$ cat src/design/aes_ram.sv
// Generic single-port-write RAM with registered read
module aes_ram #(
    parameter int WIDTH = 64,
    parameter int DEPTH = 22
) (
    input  logic                     i_clk,
    input  logic                     i_we,
    input  logic [$clog2(DEPTH)-1:0] i_waddr,
    input  logic [WIDTH-1:0]         i_wdata,
    input  logic [$clog2(DEPTH)-1:0] i_raddr,
    output logic [WIDTH-1:0]         o_rdata
);
    logic [WIDTH-1:0] r_mem [DEPTH];

    always_ff @(posedge i_clk) begin
        if (i_we) begin
            r_mem[i_waddr] <= i_wdata;
        end
        o_rdata <= r_mem[i_raddr];
    end
endmodule

$ cat config.mk
export PLATFORM = sky130hd
export DESIGN_NAME = aes_ram
export DESIGN_NICKNAME = d
export VERILOG_FILES = /design/src/design/aes_ram.sv
export SDC_FILE = /design/constraint.sdc
export NUM_CORES = 1
export LEC_CHECK = 0
export BUFFER_PORTS_ARGS = -buffer_cell sky130_fd_sc_hd__buf_4
export CAP_MARGIN = 20
export CORE_MARGIN = 2
export CORE_UTILIZATION = 45
export CTS_CLUSTER_SIZE = 8
export DETAILED_ROUTE_END_ITERATION = 10
export GPL_TIMING_DRIVEN = 0
export PLACE_DENSITY_LB_ADDON = 0.2
export SLEW_MARGIN = 20
export SYNTH_ARGS = -nofsm -noshare
export SYNTH_HDL_FRONTEND = slang
export SYNTH_SLANG_ARGS = --single-unit
export TNS_END_PERCENT = 50
$ cat constraint.sdc
create_clock -name i_clk -period 5.1 [get_ports i_clk]
set_input_delay 0.51 -clock i_clk [delete_from_list [all_inputs] [get_ports i_clk]]
set_output_delay 0.51 -clock i_clk [all_outputs]
set_load 0.1 [all_outputs]
Yosys cells after proc, flatten, opt, wreduce, memory -nomap -nowiden

Memory sizes are Yosys's and may differ from the RTL's. A register that Yosys moved wholly into a read port is not among the register bits.
Index checks and enable logic that the tools add are counted.

Multiplexer cells: 2

Operator list:

| kind   | count |
|---|---|
| $mux 1 | 2 |

Memories: 1
Output and inout bits: 64
RAM bits: 1408
Bits in registers: 0

Memory list:

| name  | depth | bits a word | read ports | clocked after Yosys merged registers in | write ports | RTL line | RTL |
|---|---|---|---|---|---|---|---|
| r_mem | 22    | 64          | 1          | 1                                       | 1           | 13       | `logic [WIDTH-1:0] r_mem [DEPTH];` |

Depth between registers and ports, before layout

Word-level depth: 2
Depth in mapped cells: 8
Gate-level depth less buffers: 4

Least setup slack after synthesis

Ideal clock, no wire load.

Path type: input-to-reg
From: input port i_waddr[0]
To: memory r_mem[0][0], enable pin
Library setup time: 0.486 ns
Arrival time: 3.817 ns
Setup slack: 0.797 ns
Stages on the path: 3
Path through: or3b_2 -> clkbuf_1 -> nor2_1

RTL lines:

| element     | RTL line | RTL |
|---|---|---|
| from (decl) | 8        | `input logic [$clog2(DEPTH)-1:0] i_waddr,` |
| to (decl)   | 13       |  |

Straight into the memory's write port.

==> results_dict.tcl <==
set metrics [dict create \
    outcome "finished clean" \
    cts-htree-levels 4 \
    final_cell_area_um2 66270 \
    final_nets 3252 \
    r2r_slack_ns 3.32 \
    drv_slew 0 \
    gp_congestion 0.7572 \
    die-area_um2 125800 \
    cap_violations 0 \
    drive_gt1_frac 0.2018 \
    firstDrtPassIters 7 \
    avgViaCountPerCell 5.547 \
    synth_edf_count 1408 \
    synthesis.nets 2827 \
    crit_required_ns 5.75 \
    p_total_mw 27.61 \
    combPwrFrac 0.062 \
    core_area_um2 121900 \
    final_common_cell "edfxtp_1" \
    grt_use_total 0.2084 \
    final_util 0.5438 \
    setup_viol_count_final 0 \
    start_util 0.4540 \
    cts_buffer_depth 3 \
    post-route-min-period_ns 2.301 \
    synthCells 2751 \
    fmax_mhz 434.6 \
    drtIter0Drc 2795 \
    die_y_um 354.7 \
    path_cells "buf_2 -> buf_2 -> buf_2 -> mux4_2 -> nor2b_1 -> a211oi_1 -> nor2_1" \
    switching_share 0.2244 \
    skew_ns 0.02893 \
    ys.flop_type "edfxtp_1" \
    dieWidth_um 354.7 \
    critPathKind "in2reg" \
    areaGrowthSynthToFinish_pct 19.77 \
    dpl.cell_count 4590 \
    power_leakage_nw 22.29 \
    hpwl_mm 84.93 \
    power.density_nw_per_um2 416.5 \
    clock_sinks 1472 \
    crit_path_max_fanout 10 \
    p_int_mw 21.41 \
    ant_nets 0 \
    ctsResizeCount 0 \
    final_cell_mix "edfxtp_1 (1408), mux2i_1 (448), clkbuf_16 (203)" \
    clkPwrFrac 0.448 \
    post_cts_buffers 0 \
    arrival_ns 2.95 \
    ys_types 28 \
    min_path_type "in2reg" \
    fin_cells 4962 \
    wl_per_cell_um 26.36 \
    peakVddDrop_mv 0.3669 \
    fin_crit_sh 0.4512 \
    ys_ff_latch 1472 \
    pin_count 140 \
    drc 0 \
    critPathSlowestCell "buf_2" \
    insertion_delay_ns 0.81 \
    yosys.area.top_type "edfxtp_1" \
    critPathLaunchType "input port" \
    synthTopCellsByArea "edfxtp_1 (76%), mux2i_1 (8.1%), mux4_2 (5.2%)" \
    tightest_slew_ns 1.019 \
    path_clk_slew_ns 0.05 \
    ys_seq_area_frac 0.7873 \
    cts.root.buffer_cell "clkbuf_16" \
    grt_pass1_vias 28970 \
    antenna_found_initial 3 \
    avgSynthCellArea_um2 20.11 \
    routed_wl_mm 130.8 \
    power.switching_mw 6.196 \
    critPathTopFamily "buffers and inverters" \
    netlist_area_um2 55330 \
    ys_warn_count 0 \
    grt_start_max_net_pins 23 \
    vias 27530 \
    hold_viol 0 \
    place_area_um2 60280 \
    postSynth.asyncResetShare 0 \
    cts_buffers 202 \
    portBuffers 137 \
    grt-ovfl-total 0 \
    worst-path-buf-inv 3 \
    rsz0062_at_grt "no" \
    end_kind "flip-flop" \
    crit_top_cell "buf_2" \
    cts_tree "built" \
    seqPwrFrac 0.490 \
    relSlewSlack 0.3204 \
    yosys.area.top_type_share 0.7641 \
    std_cell_rows 128 \
    grt_pass1_wl_mm 190.4 \
    slowest_delay_ns 0.56 \
    holdBufCountCts 7 \
]
-- final cells by class --
type                       instances  area [µm²]
sequential                      1472       43560
antenna                            2       5.005
timing repair buffer             221        2815
tap                             1625        2033
clock buffer                     347        5630
fill                            9252       55600
multi-input combinational       1130       10970
buffer                           149       967.2
clock inverter                    16       291.5
-- metrics by stage --
step / worst slack, ns / TNS, ns / hold slack [ns]
finish: 2.799 / 0 / 0.05132
global route: 2.785 / 0 / 0.02579
CTS: 2.837 / 0 / 0.001652
detailed placement: 1.979 / 0 / 0.6970
global placement: -2.712 / -3033.35 / 0.6945
floorplan: 0.7967 / 0 / 0.6089
-- cell families after synthesis --
kind of cell | after synthesis | share of synthesized area
DFF | 1472 | 0.7873
muxes | 576 | 0.1331
and+or+nand+nor | 298 | 0.02738
AOI/OAI and AO/OA | 256 | 0.03473
buffers and inverters | 149 | 0.01746
-- Yosys cell counts, drive strengths merged (2+ instances only) --
library cell	count
nor4b	2
nor2	88
edfxtp	1408
or3b	2
nand2	66
nand3b	4
nand4	64
mux4	128
a211oi	64
clkbuf	56
buf	93
dfxtp	64
a22oi	192
nor2b	64
mux2i	448
-- worst paths after layout --
path / start / to / cells past startpoint
setup / recovery: i_raddr[1] / o_rdata[47]$_DFF_P_ / 7
hold / removal: i_wdata[36] / r_mem[5][36]$_DFFE_PP_ / 1
setup reg to reg: r_mem[6][47]$_DFFE_PP_ / o_rdata[47]$_DFF_P_ / 4
hold reg to reg: r_mem[16][4]$_DFFE_PP_ / o_rdata[4]$_DFF_P_ / 4
-- routing by layer --
metal	global-route usage	vias to the layer above	wire, µm
met5	0	-	11
met4	0.07246	2	3823
met3	0.04154	209	8539
met2	0.3308	912	62160
met1	0.2891	14270	56290
li1	-	12130	-
-- power by group through the flow --
stage / combinational (mW) / sequential [mW] / clock, mW
after floorplan: 0.613 / 14.2 / 0
after global placement: 1.66 / 13.8 / 0
after detailed placement: 1.73 / 13.7 / 0
after CTS: 1.73 / 13.5 / 12.6
after global routing: 1.80 / 13.5 / 13.1
final: 1.71 / 13.5 / 12.4
-- sequential cells by signal, indices dropped and copies added, names as in the netlist --
register and flops:
o_rdata 64, r_mem 1408
No activity file was read; power rests on OpenSTA's default activity.
